$ cat config.mk
export PLATFORM = sky130hd
export DESIGN_NAME = aqg_div
export DESIGN_NICKNAME = d
export VERILOG_FILES = /design/src/hdl/aqg_pkg.sv /design/src/hdl/aqg_div.sv
export SDC_FILE = /design/constraint.sdc
export NUM_CORES = 2
export LEC_CHECK = 0
export BUFFER_PORTS_ARGS = -buffer_cell sky130_fd_sc_hd__buf_2
export CAP_MARGIN = 30
export CORE_ASPECT_RATIO = 0.5
export CORE_MARGIN = 1
export CORE_UTILIZATION = 40
export DETAILED_ROUTE_END_ITERATION = 12
export PLACE_DENSITY_LB_ADDON = 0.2
export SETUP_SLACK_MARGIN = 0.4
export SLEW_MARGIN = 20
export SYNTH_ARGS = -nofsm -noshare
export SYNTH_HDL_FRONTEND = slang
export SYNTH_SLANG_ARGS = --single-unit
$ cat constraint.sdc
create_clock -name clock -period 4.37 [get_ports clock]
set_clock_uncertainty 0.05 [all_clocks]
set_input_delay 0.874 -clock clock [delete_from_list [all_inputs] [get_ports clock]]
set_output_delay 0.874 -clock clock [all_outputs]
set_load 0.02 [all_outputs]
$ cat src/hdl/aqg_pkg.sv
// Shared types, constants and helper functions for the quadrilateral geometry pipeline.
package aqg_pkg;

   // CORDIC iteration count (8 to 24); the pipeline depth follows from it.
   localparam int CORDIC_STEPS = 16;

   // Widths of difference vectors, CORDIC datapath, angles, magnitudes and angle errors.
   localparam int DW = 18;
   localparam int CW = 30;
   localparam int AW = 21;
   localparam int MW = 28;
   localparam int EW = 23;

   // Vectors are scaled by 2^PRESCALE_SH before the CORDIC iterations.
   localparam int PRESCALE_SH = 8;

   // The ratio is Q8.8, so the dividend is the larger horizontal length shifted by RATIO_SH.
   localparam int RATIO_SH = 8;
   localparam int DIV_STEPS = 16;

   // Angle constants in Q16 radians.
   localparam logic signed [AW-1:0] PI_Q16      = AW'(205887);
   localparam logic signed [AW-1:0] HALF_PI_Q16 = AW'(102944);

   // Pipeline stage positions.
   localparam int ST_CORDIC_LAST = CORDIC_STEPS + 1;
   localparam int ST_A           = CORDIC_STEPS + 2;
   localparam int ST_B           = CORDIC_STEPS + 3;
   localparam int ST_D0          = CORDIC_STEPS + 4;
   localparam int NSTG           = ST_D0 + DIV_STEPS;

   // Vector lanes feeding the CORDIC units.
   localparam int V_LW    = 0;
   localparam int V_RW    = 1;
   localparam int V_TL    = 2;
   localparam int V_BL    = 3;
   localparam int V_ROLL  = 4;
   localparam int V_LEFT  = 5;
   localparam int V_RIGHT = 6;
   localparam int NVEC    = 7;

   typedef struct packed {
      logic signed [15:0] top_left_x;
      logic signed [15:0] top_left_y;
      logic signed [15:0] top_right_x;
      logic signed [15:0] top_right_y;
      logic signed [15:0] bottom_right_x;
      logic signed [15:0] bottom_right_y;
      logic signed [15:0] bottom_left_x;
      logic signed [15:0] bottom_left_y;
   } req_type;

   typedef struct packed {
      logic signed [15:0] center_x;
      logic signed [15:0] center_y;
      logic [15:0]        aspect_ratio;
      logic [15:0]        rect_error;
      logic               degenerate;
   } rsp_type;

   // Values that travel alongside the arithmetic through the pipeline.
   typedef struct packed {
      logic signed [15:0] cx;
      logic signed [15:0] cy;
      logic               zero_roll;
      logic               zero_left;
      logic               zero_right;
      logic [15:0]        err;
      logic               ovf;
   } side_type;

   // Arctangent of 2^-idx in Q16 radians, rounded to nearest.
   function automatic logic signed [AW-1:0] atan_q16(input int idx);
      logic signed [AW-1:0] r;
      case (idx)
         0:  r = AW'(51472);
         1:  r = AW'(30386);
         2:  r = AW'(16055);
         3:  r = AW'(8150);
         4:  r = AW'(4091);
         5:  r = AW'(2047);
         6:  r = AW'(1024);
         7:  r = AW'(512);
         8:  r = AW'(256);
         9:  r = AW'(128);
         10: r = AW'(64);
         11: r = AW'(32);
         12: r = AW'(16);
         13: r = AW'(8);
         14: r = AW'(4);
         15: r = AW'(2);
         16: r = AW'(1);
         default: r = '0;
      endcase
      return r;
   endfunction

   // Sign extension of a 16-bit coordinate to the difference width.
   function automatic logic signed [DW-1:0] ext16(input logic signed [15:0] v);
      return DW'(v);
   endfunction

endpackage

$ cat src/hdl/aqg_div.sv
// Pipelined restoring divider producing one quotient bit per stage.
module aqg_div import aqg_pkg::*; (
   input  logic                 clock,
   input  logic                 en,
   input  logic [MW-1:0]        rem_in,
   input  logic [DIV_STEPS-1:0] bits_in,
   input  logic [MW-1:0]        div_in,
   output logic [DIV_STEPS-1:0] quo
);

   logic [MW-1:0]        r_ff  [0:DIV_STEPS-1];
   logic [DIV_STEPS-1:0] nb_ff [0:DIV_STEPS-1];
   logic [DIV_STEPS-1:0] q_ff  [0:DIV_STEPS-1];
   logic [MW-1:0]        d_ff  [0:DIV_STEPS-1];

   logic [MW-1:0]        r_cur  [0:DIV_STEPS];
   logic [DIV_STEPS-1:0] nb_cur [0:DIV_STEPS];
   logic [DIV_STEPS-1:0] q_cur  [0:DIV_STEPS];
   logic [MW-1:0]        d_cur  [0:DIV_STEPS];

   assign r_cur[0]  = rem_in;
   assign nb_cur[0] = bits_in;
   assign q_cur[0]  = '0;
   assign d_cur[0]  = div_in;

   for (genvar g = 0; g < DIV_STEPS; g++) begin : g_step
      logic [MW:0] trial;

      // Bring down the next dividend bit and subtract the divisor where it fits.
      assign trial = {r_cur[g], nb_cur[g][DIV_STEPS-1]};

      always_ff @(posedge clock) begin
         if (en) begin
            if (trial >= {1'b0, d_cur[g]}) begin
               r_ff[g] <= MW'(trial - {1'b0, d_cur[g]});
               q_ff[g] <= {q_cur[g][DIV_STEPS-2:0], 1'b1};
            end else begin
               r_ff[g] <= trial[MW-1:0];
               q_ff[g] <= {q_cur[g][DIV_STEPS-2:0], 1'b0};
            end
            nb_ff[g] <= {nb_cur[g][DIV_STEPS-2:0], 1'b0};
            d_ff[g]  <= d_cur[g];
         end
      end

      assign r_cur[g+1]  = r_ff[g];
      assign nb_cur[g+1] = nb_ff[g];
      assign q_cur[g+1]  = q_ff[g];
      assign d_cur[g+1]  = d_ff[g];
   end

   assign quo = q_cur[DIV_STEPS];

endmodule

==> out/qor.txt <==
Outcome: complete, no violations
Final Hold Vio Count: 0
Largest area contributor in the netlist: edfxtp_1
Synth Warn #: 0
Dpl hpwl: 94.0 mm
Worst-Skew Late Latency: 0.69 ns
Final setup viols: 0
Pin count of the biggest net entering global routing: 151
Die Area: 152000 sq um
Worst Tran Pin Value: 0.991 ns
Layout area overhead: 11.4%
Antenna-violating nets left: 0
Placed cell count: 7273
Post-place setup slack: 0.216 ns
Via-to-Cell Ratio: 5.17
Fin nets: 5940
Path type of the worst min-delay path: input pin to flip-flop
Grt total ovfl: 0
Synthesized Nets: 5796
# diodes: 0
Worst Path Required: 4.76 ns
Syn_area_per_cell: 11.4 sq um
DP Area: 63200 sq um
Cells after Synth: 5259
CP arrival: 4.27 ns
Fmax: 258 MHz
First-pass GRT wire length: 201 mm
CTS Buf Count: 106
Die Span Y: 276 um
DR WL/cell: 16.8 um
Lkg Pwr: 27.1 nW
I/O Pins: 90
Critical Path End Type: flip-flop
Worst Setup Path Type: flip-flop to flip-flop
Post-synth ARST share: 0
CTS tree: yes
Main flop type after synthesis: edfxtp_1
Cell Chain, Critical Path: inv_1 > ha_1 > inv_1 > fa_1 > a211o_1 > a21oi_2 > nor2_1 > o21ai_0 > a21oi_1 > a21oi_2 > a41oi_1 > nor4bb_1 > or4_1 > mux2_2
Finished Core Util: 0.450
Rows: 100
Power Density: 675 nW/um^2
Layout cells sized above 1: 0.0940
Rel. slew slack: 0.340
Commonest cells after routing, fill and taps aside: edfxtp_1 (1095), inv_1 (560), ha_1 (448), nand2_1 (411), a21oi_1 (399)
Post-Route WL: 126 mm
Max-cap check violation count: 0
Die width: 550 um
Post-synth EDFFs: 1095
Yosys cell types: 89
Top-area cell type share of the netlist area: 0.547
Peak VDD IR: 0.337 mV
Seq/Total Area, Yosys: 0.548
Post-Syn Area: 60100 sq um
Total GRT Usage: 0.163
Clk buf depth: 3
Worst-path clk slew: 0.07 ns
Initial antenna violation count: 0
Setup ws final: 0.489 ns
Initial DRT Pass Iterations: 8
RSZ-0062 raised after global routing: yes
DRC errors left: 0
RePlAce Congestion: 0.895
Initial Utilization: 0.403
IO buf count: 89
CP max stage cell: or4_1
Flops & latches, synth: 1096
Worst Path Max Fanout: 3
CTS Sinks: 1096
TNS Setup: 0 ns
Core box area: 149000 sq um
Max Slew Vio Count: 0
Root Driver: clkbuf_16
CP Launch Type: flip-flop
Detailed Route Iter0 Violations: 2241
Final period utilization: 0.888
Min Tclk post-route: 3.88 ns
Vias in the first global route: 39100
Number of H-tree levels: 3
Final Non-Filler Cells: 7477
Routed via count: 38700
CP max stage delay: 0.51 ns
Top post-synthesis cells by area: edfxtp_1 (55%), ha_1 (9.3%), inv_1 (3.5%)
Commonest non-fill, non-tap cell in the layout: edfxtp_1
Finished layout cell area: 66900 sq um
==> flip-flops by register name, summed over array words and instances, names as in the netlist <==
register  flops
d_ff        420
nb_ff       120
r_ff        420
q_ff        136
==> report_power, final <==
group | switching, mW | internal [mW] | total [mW]
Clock | 4.11 | 5.23 | 9.34
Sequential | 1.33 | 15.2 | 16.5
Combinational | 10.7 | 8.62 | 19.4
Total | 16.2 | 29.0 | 45.2
==> cell usage after synthesis, types with 12 or more instances <==
| cell | instances |
|---|---|
| a31oi_1 | 42 |
| nand2_1 | 411 |
| a211oi_1 | 30 |
| edfxtp_1 | 1095 |
| o21ai_0 | 375 |
| a211o_1 | 12 |
| a21o_1 | 222 |
| clkbuf_1 | 87 |
| a21oi_1 | 407 |
| o31ai_1 | 38 |
| or2_2 | 20 |
| fa_1 | 15 |
| nand3_1 | 80 |
| o21a_1 | 53 |
| nor3_1 | 47 |
| ha_1 | 448 |
| o211ai_1 | 18 |
| o31a_1 | 14 |
| nor2_1 | 253 |
| nor2b_1 | 49 |
| a31o_2 | 14 |
| inv_1 | 560 |
| nor4_1 | 20 |
| nand2b_1 | 50 |
| mux2_2 | 114 |
| xor2_1 | 159 |
| a311oi_1 | 14 |
| and3_1 | 34 |
| o21bai_1 | 57 |
| buf_4 | 18 |
| nand4_1 | 61 |
| or3_1 | 24 |
| xnor2_1 | 191 |
| buf_2 | 29 |
| and2_1 | 23 |
==> repair_timing <==
| item | 4_1_cts | 5_1_grt |
|---|---|---|
| pin swaps | 1 | 8 |
| setup endpoints to repair | 9 | 113 |
| buffers inserted | 3 | 6 |
| hold buffers | 0 | 0 |
| resized for setup | 2 | 20 |
| cloned | 0 | 2 |
==> worst paths after layout <==
check / slack, ns / cells after the start / end / start
setup / recovery: 0.49 / 14 / r_ff[0][110] / nb_ff[0][44]
hold / removal: 0.30 / 1 / nb_ff[0][1] / bits_in[1]
setup reg to reg: 0.49 / 14 / r_ff[0][110] / nb_ff[0][44]
hold reg to reg: 0.36 / 0 / q_ff[1][73] / q_ff[1][56]
==> critical path, delay by kind of cell, from the launching register on <==
kind / cells / cell delay (ns)
multiplexers: 1 / 0.27
flip-flops: 1 / 0.36
buffers and inverters: 2 / 0.13
AND/OR/NAND/NOR: 3 / 0.75
adder cells (fa/ha/maj): 2 / 0.60
AO/OA/AOI/OAI: 6 / 1.48
==> metal layers <==
layer  vias to the layer above  track usage  routed length [um]
met4                         0       0.0732                5790
li1                      19500            -                   -
met5                         -            0                   0
met3                       281       0.0232                4040
met2                       749        0.282               59500
met1                     18100        0.201               56300
==> logic make-up after synthesis <==
kind of cell,count (synthesis),share of synthesized area
buffers and inverters,701,0.0457
adders and majority gates,463,0.0983
and+or+nand+nor,1123,0.0886
AOI/OAI and AO/OA,1400,0.145
DFF,1096,0.548
xor gates and xnor gates,350,0.0510
muxes,126,0.0234
==> metrics by stage <==
stage                     hold WS (ns)  power (mW)
after floorplan                  0.350        30.9
after global placement           0.350        35.3
after detailed placement         0.355        35.7
after CTS                        0.230        45.3
after global routing             0.242        48.4
final                            0.300        45.2
==> layout make-up <==
| type | instances | area [sq um] |
|---|---|---|
| clock buffer | 118 | 2700 |
| tap | 1989 | 2490 |
| fill | 13500 | 82000 |
| timing repair buffer | 175 | 1340 |
| clock inverter | 75 | 761 |
| multi-input combinational | 3463 | 24600 |
| inverter | 561 | 2110 |
| sequential | 1096 | 32900 |
Note: power is estimated with default switching activity, not from simulation.
