==> config.mk <==
export PLATFORM = sky130hd
export DESIGN_NAME = aqg_cordic
export DESIGN_NICKNAME = d
export VERILOG_FILES = /design/src/hdl/aqg_pkg.sv /design/src/hdl/aqg_cordic.sv
export SDC_FILE = /design/constraint.sdc
export NUM_CORES = 2
export LEC_CHECK = 0
export BUFFER_PORTS_ARGS = -buffer_cell sky130_fd_sc_hd__clkbuf_2
export CORE_ASPECT_RATIO = 0.6
export CORE_MARGIN = 4
export CORE_UTILIZATION = 40
export DETAILED_ROUTE_END_ITERATION = 12
export HOLD_SLACK_MARGIN = 0.15
export SLEW_MARGIN = 20
export SYNTH_ARGS = -nofsm -noshare
export SYNTH_HDL_FRONTEND = slang
export SYNTH_SLANG_ARGS = --single-unit
==> constraint.sdc <==
create_clock -name clock -period 5.3 [get_ports clock]
set_input_delay 0.265 -clock clock [delete_from_list [all_inputs] [get_ports clock]]
set_output_delay 0.265 -clock clock [all_outputs]
set_load 0.03 [all_outputs]
==> src/hdl/aqg_pkg.sv <==
// Shared types, constants and helper functions for the quadrilateral geometry pipeline.
package aqg_pkg;

   // CORDIC iteration count (8 to 24); the pipeline depth follows from it.
   localparam int CORDIC_STEPS = 16;

   // Widths of difference vectors, CORDIC datapath, angles, magnitudes and angle errors.
   localparam int DW = 18;
   localparam int CW = 30;
   localparam int AW = 21;
   localparam int MW = 28;
   localparam int EW = 23;

   // Vectors are scaled by 2^PRESCALE_SH before the CORDIC iterations.
   localparam int PRESCALE_SH = 8;

   // The ratio is Q8.8, so the dividend is the larger horizontal length shifted by RATIO_SH.
   localparam int RATIO_SH = 8;
   localparam int DIV_STEPS = 16;

   // Angle constants in Q16 radians.
   localparam logic signed [AW-1:0] PI_Q16      = AW'(205887);
   localparam logic signed [AW-1:0] HALF_PI_Q16 = AW'(102944);

   // Pipeline stage positions.
   localparam int ST_CORDIC_LAST = CORDIC_STEPS + 1;
   localparam int ST_A           = CORDIC_STEPS + 2;
   localparam int ST_B           = CORDIC_STEPS + 3;
   localparam int ST_D0          = CORDIC_STEPS + 4;
   localparam int NSTG           = ST_D0 + DIV_STEPS;

   // Vector lanes feeding the CORDIC units.
   localparam int V_LW    = 0;
   localparam int V_RW    = 1;
   localparam int V_TL    = 2;
   localparam int V_BL    = 3;
   localparam int V_ROLL  = 4;
   localparam int V_LEFT  = 5;
   localparam int V_RIGHT = 6;
   localparam int NVEC    = 7;

   typedef struct packed {
      logic signed [15:0] top_left_x;
      logic signed [15:0] top_left_y;
      logic signed [15:0] top_right_x;
      logic signed [15:0] top_right_y;
      logic signed [15:0] bottom_right_x;
      logic signed [15:0] bottom_right_y;
      logic signed [15:0] bottom_left_x;
      logic signed [15:0] bottom_left_y;
   } req_type;

   typedef struct packed {
      logic signed [15:0] center_x;
      logic signed [15:0] center_y;
      logic [15:0]        aspect_ratio;
      logic [15:0]        rect_error;
      logic               degenerate;
   } rsp_type;

   // Values that travel alongside the arithmetic through the pipeline.
   typedef struct packed {
      logic signed [15:0] cx;
      logic signed [15:0] cy;
      logic               zero_roll;
      logic               zero_left;
      logic               zero_right;
      logic [15:0]        err;
      logic               ovf;
   } side_type;

   // Arctangent of 2^-idx in Q16 radians, rounded to nearest.
   function automatic logic signed [AW-1:0] atan_q16(input int idx);
      logic signed [AW-1:0] r;
      case (idx)
         0:  r = AW'(51472);
         1:  r = AW'(30386);
         2:  r = AW'(16055);
         3:  r = AW'(8150);
         4:  r = AW'(4091);
         5:  r = AW'(2047);
         6:  r = AW'(1024);
         7:  r = AW'(512);
         8:  r = AW'(256);
         9:  r = AW'(128);
         10: r = AW'(64);
         11: r = AW'(32);
         12: r = AW'(16);
         13: r = AW'(8);
         14: r = AW'(4);
         15: r = AW'(2);
         16: r = AW'(1);
         default: r = '0;
      endcase
      return r;
   endfunction

   // Sign extension of a 16-bit coordinate to the difference width.
   function automatic logic signed [DW-1:0] ext16(input logic signed [15:0] v);
      return DW'(v);
   endfunction

endpackage

==> src/hdl/aqg_cordic.sv <==
// Pipelined vectoring CORDIC: one register stage per iteration plus a pre-rotation stage.
module aqg_cordic import aqg_pkg::*; (
   input  logic                 clock,
   input  logic                 en,
   input  logic signed [DW-1:0] vec_x,
   input  logic signed [DW-1:0] vec_y,
   output logic [MW-1:0]        mag,
   output logic signed [AW-1:0] ang
);

   logic signed [CW-1:0] x_ff [0:CORDIC_STEPS];
   logic signed [CW-1:0] y_ff [0:CORDIC_STEPS];
   logic signed [AW-1:0] z_ff [0:CORDIC_STEPS];

   logic signed [CW-1:0] px, py;
   logic signed [CW-1:0] x_in, y_in;
   logic signed [AW-1:0] z_in;

   // Scale the vector, then fold the left half-plane into the right one.
   always_comb begin
      px = $signed({{(CW-DW-PRESCALE_SH){vec_x[DW-1]}}, vec_x, {PRESCALE_SH{1'b0}}});
      py = $signed({{(CW-DW-PRESCALE_SH){vec_y[DW-1]}}, vec_y, {PRESCALE_SH{1'b0}}});
      if (vec_x[DW-1]) begin
         x_in = -px;
         y_in = -py;
         z_in = vec_y[DW-1] ? -PI_Q16 : PI_Q16;
      end else begin
         x_in = px;
         y_in = py;
         z_in = '0;
      end
   end

   always_ff @(posedge clock) begin
      if (en) begin
         x_ff[0] <= x_in;
         y_ff[0] <= y_in;
         z_ff[0] <= z_in;
      end
   end

   // One micro-rotation per stage, driving y towards zero.
   for (genvar g = 0; g < CORDIC_STEPS; g++) begin : g_step
      always_ff @(posedge clock) begin
         if (en) begin
            if (!y_ff[g][CW-1]) begin
               x_ff[g+1] <= x_ff[g] + (y_ff[g] >>> g);
               y_ff[g+1] <= y_ff[g] - (x_ff[g] >>> g);
               z_ff[g+1] <= z_ff[g] + atan_q16(g);
            end else begin
               x_ff[g+1] <= x_ff[g] - (y_ff[g] >>> g);
               y_ff[g+1] <= y_ff[g] + (x_ff[g] >>> g);
               z_ff[g+1] <= z_ff[g] - atan_q16(g);
            end
         end
      end
   end

   assign mag = x_ff[CORDIC_STEPS][MW-1:0];
   assign ang = z_ff[CORDIC_STEPS];

endmodule

==> results.txt <==
The proportion of register bits with asynchronous set or reset after synthesis was 0%; the initial core utilization was 40.4%. In this run the clock root is driven by a sky130_fd_sc_hd__clkbuf_16. The Yosys step of the flow raised 0 warnings.

The die extent in x is 663 um, and the flip-flop and latch count after synthesis is 1,244. In this run the worst path has a maximum fanout of 4. The most used flip-flop cell after synthesis is sky130_fd_sc_hd__edfxtp_1. The region available for standard cell placement spans 0.254 sq mm. The area fraction in compound gates after synthesis is 18.8%.

The area of all sequential standard cells was 0.0374 sq mm. In this run, the number of DRC markers left after iteration 0 of detailed routing was 8,650. For the number of antenna violations at the first check in global routing, the log shows 17. The required time at the worst-slack endpoint came out at 5.83 ns. The category of the worst setup path capture point is a flop. At the end of the flow, the number of nets in the layout was 12,160. The number of placed instances, taps included, is 14,078.

The average cell area after synthesis was 9.68 sq um; the post-layout minimum cycle time was 5.06 ns. The worst min-delay path class was in2reg. On the worst path, the slowest cell contributes a delay of 0.51 ns. Summed over all layers, the routed wires come to 305 mm. The clock insertion delay at the later pin of the skew report is 0.84 ns, and the arrival time reported for the critical path endpoint is 5.59 ns. The total overflow reported by the global router was 0. In this run the core area contains 143 standard-cell rows. TritonCTS created 142 clock buffers. The die is 401 um tall.

The floorplan step defined a die boundary enclosing 0.265 sq mm. TritonCTS built the clock tree. Maximum operating frequency: 0.198 GHz. Traced cell by cell, the critical path runs through or3_1 -> nor3b_1 -> and2_1 -> nor2_1 -> xor2_1 -> ha_1 -> and2_1 -> nand3_1 -> a211oi_1 -> o31ai_1 -> a31oi_1 -> a21oi_1 -> o21ai_0 -> a221o_1 -> a21oi_1 -> xnor2_1. The post-route netlist has 5.23% of its cells at a drive strength greater than 1. The clock tree buffer depth was 4; the H-tree depth was 4. For the area of the mapped netlist, the log shows 0.103 sq mm. The final worst clock skew was 0.0715 ns. Setup repair after global routing left no endpoint under its margin.

The reported max-cap violation count is 0, and the clock-pin slew of the registers on the worst-case setup and hold paths is 0.07 ns. Global routing used 22.0% of the available tracks. The run finished with clean final reports.

Of the total synthesized cell area, the portion taken by XOR and XNOR cells is 13.2%. Among all stages on the critical path, the largest delay is contributed by sky130_fd_sc_hd__edfxtp_1. For this design, the sink count on the clock tree is 1,244. The type of element launching the critical path is a flop. 87 I/O pins were placed. In the layout the commonest cells are sky130_fd_sc_hd__edfxtp_1 (1,244), sky130_fd_sc_hd__ha_1 (1,195), sky130_fd_sc_hd__xnor2_1 (1,022). Dividing the detail-routed via count by the number of cells gives 5.75. The detail route stage leaves a number of antenna-violating nets equal to 0. Detailed placer's ending HPWL: 244 mm.

The post-synthesis adder-cell area fraction was 15.4%; the proportion of synthesized chip area in sequential cells was 36.3%. The library cell used most frequently in the layout, excluding fill and tap cells, is sky130_fd_sc_hd__edfxtp_1. Of the available clock period, the critical path in the final layout requires 95.5%. Measured in cells, the most critical reg-to-reg path has a length of 16. The via count is 82,691. For this run, design rule violations remaining after detail routing come to 0.

The tools report the final-layout fill cell count as 24,067. The port buffer count was 86. In this run the tightest slew margin relative to its limit is 22.8%. The slew of the pin with the lowest slew margin was 1.15 ns. Final count of hold timing violations: 0. The dominant combinational cell family by area after synthesis was compound AO/OA/AOI/OAI gates. The wire length of the first global-routing pass is 462 mm, and the first-pass iteration count of the detailed router is 6. The tools report the number of max-slew violations in the final report as 0. After Yosys synthesis, and, or, nand and nor cells account for 12.9% of the synthesized area. The final count of negative-setup-slack endpoints is 0, and the count of flip-flops with a built-in enable after synthesis is 1,244.

Entering global routing, the biggest net connects 77 pins. The post-synthesis mux area share is 0.668%. The multi-input logic area was 0.0628 sq mm. At the end of routability-driven placement, the weighted congestion stood at 0.961.

Counting instances, the worst hold path has a depth of 2. The number of cells in the finished layout apart from fillers came out at 14,385. The logs give 76,128 for the via count of the first global-routing pass and 0.252 ns for the worst-case hold slack. The layout overhead on the synthesized area was 10.2%; the final routed wire length divided by cell count was 21.2 um.

After synthesis, the netlist uses 99 different library cells. The critical path is of the reg2reg type. The aggregate negative setup slack is 0 ns. For the number of standard cells after synthesis, the log shows 10,619.
routing by layer:
layer | share of wire [%] | GRT usage (%)
met1 | 53 | 37.1
met2 | 36 | 27.3
met3 | 10 | 5.55
met4 | 1.3 | 3.13
met5 | 0.011 | 0
critical path: cells and delay by family (launching register included):
| kind | cells | cell delay, ns |
|---|---|---|
| fa+ha+maj | 1 | 0.36 |
| compound gates | 7 | 2.01 |
| flops | 1 | 0.51 |
| xor+xnor | 2 | 0.33 |
| simple gates | 6 | 1.55 |
layout make-up:
type | instances | share of cell area (%)
tap | 3407 | 3.76
multi-input combinational | 8665 | 55.5
inverter | 528 | 1.75
clock buffer | 163 | 3.30
timing repair buffer | 301 | 1.97
sequential | 1244 | 33.0
antenna | 1 | 0.00221
clock inverter | 76 | 0.806
cells in the mapped netlist, types with 87 or more instances:
cell type / n / area share [%]
sky130_fd_sc_hd__edfxtp_1: 1244 / 36
sky130_fd_sc_hd__nor2b_1: 165 / 1.0
sky130_fd_sc_hd__o21bai_1: 157 / 1.1
sky130_fd_sc_hd__clkbuf_1: 162 / 0.59
sky130_fd_sc_hd__a21o_1: 446 / 3.3
sky130_fd_sc_hd__nand2_1: 660 / 2.4
sky130_fd_sc_hd__nor3_1: 250 / 1.2
sky130_fd_sc_hd__xnor2_1: 1023 / 8.7
sky130_fd_sc_hd__a21oi_1: 980 / 4.8
sky130_fd_sc_hd__inv_1: 518 / 1.9
sky130_fd_sc_hd__ha_1: 1195 / 15
sky130_fd_sc_hd__nand3_1: 152 / 0.74
sky130_fd_sc_hd__o21ai_0: 638 / 3.1
sky130_fd_sc_hd__or3_1: 90 / 0.55
sky130_fd_sc_hd__xor2_1: 524 / 4.5
sky130_fd_sc_hd__o31ai_1: 122 / 0.89
sky130_fd_sc_hd__nand2b_1: 182 / 1.1
sky130_fd_sc_hd__and3_1: 87 / 0.53
sky130_fd_sc_hd__nor2_1: 791 / 2.9
sky130_fd_sc_hd__o21a_1: 123 / 0.90
what timing repair did:
| action | CTS | global route |
|---|---|---|
| setup endpoints to repair | 0 | 9 |
| hold buffers | 67 | 0 |
| hold endpoints to repair | 170 | 0 |
| setup buffers | 0 | 0 |
| resized for setup | 0 | 10 |
per-stage QoR:
stage,setup slack (ns),area (sq um),util [%]
after floorplan,0.750,103000,-
after global placement,0.231,108000,42.4
after detailed placement,0.352,108000,42.4
after CTS,0.272,113000,44.5
after global routing,0.00545,113000,44.5
final,0.238,113000,44.5
cells by family (layout without fill, tap and decap cells):
kind of cell | count (synthesis) | in the layout
DFF | 1244 | 1244
adders and majority gates | 1240 | 1240
buffers and inverters | 713 | 1068
muxes | 66 | 66
and+or+nand+nor | 2750 | 2750
other | 1 | 5
AOI/OAI and AO/OA | 3058 | 3058
xor gates and xnor gates | 1547 | 1547
registers in the layout, summed over array words and instances, names as in the netlist:
name  count
z_ff    337
y_ff    433
x_ff    474
path summary, 6_finish.rpt:
path                            slack [ns]                 start                     to
worst min register to register        0.40  z_ff[7][5]$_DFFE_PP_   z_ff[8][5]$_DFFE_PP_
worst min-delay path                  0.25              vec_x[0]   x_ff[0][8]$_DFFE_PP_
worst max register to register        0.24  x_ff[4][8]$_DFFE_PP_  y_ff[5][29]$_DFFE_PP_
worst max-delay path                  0.24  x_ff[4][8]$_DFFE_PP_  y_ff[5][29]$_DFFE_PP_
Power is not shown: default switching activity piles up to over one toggle a cycle in this logic, so the estimate is an artifact.
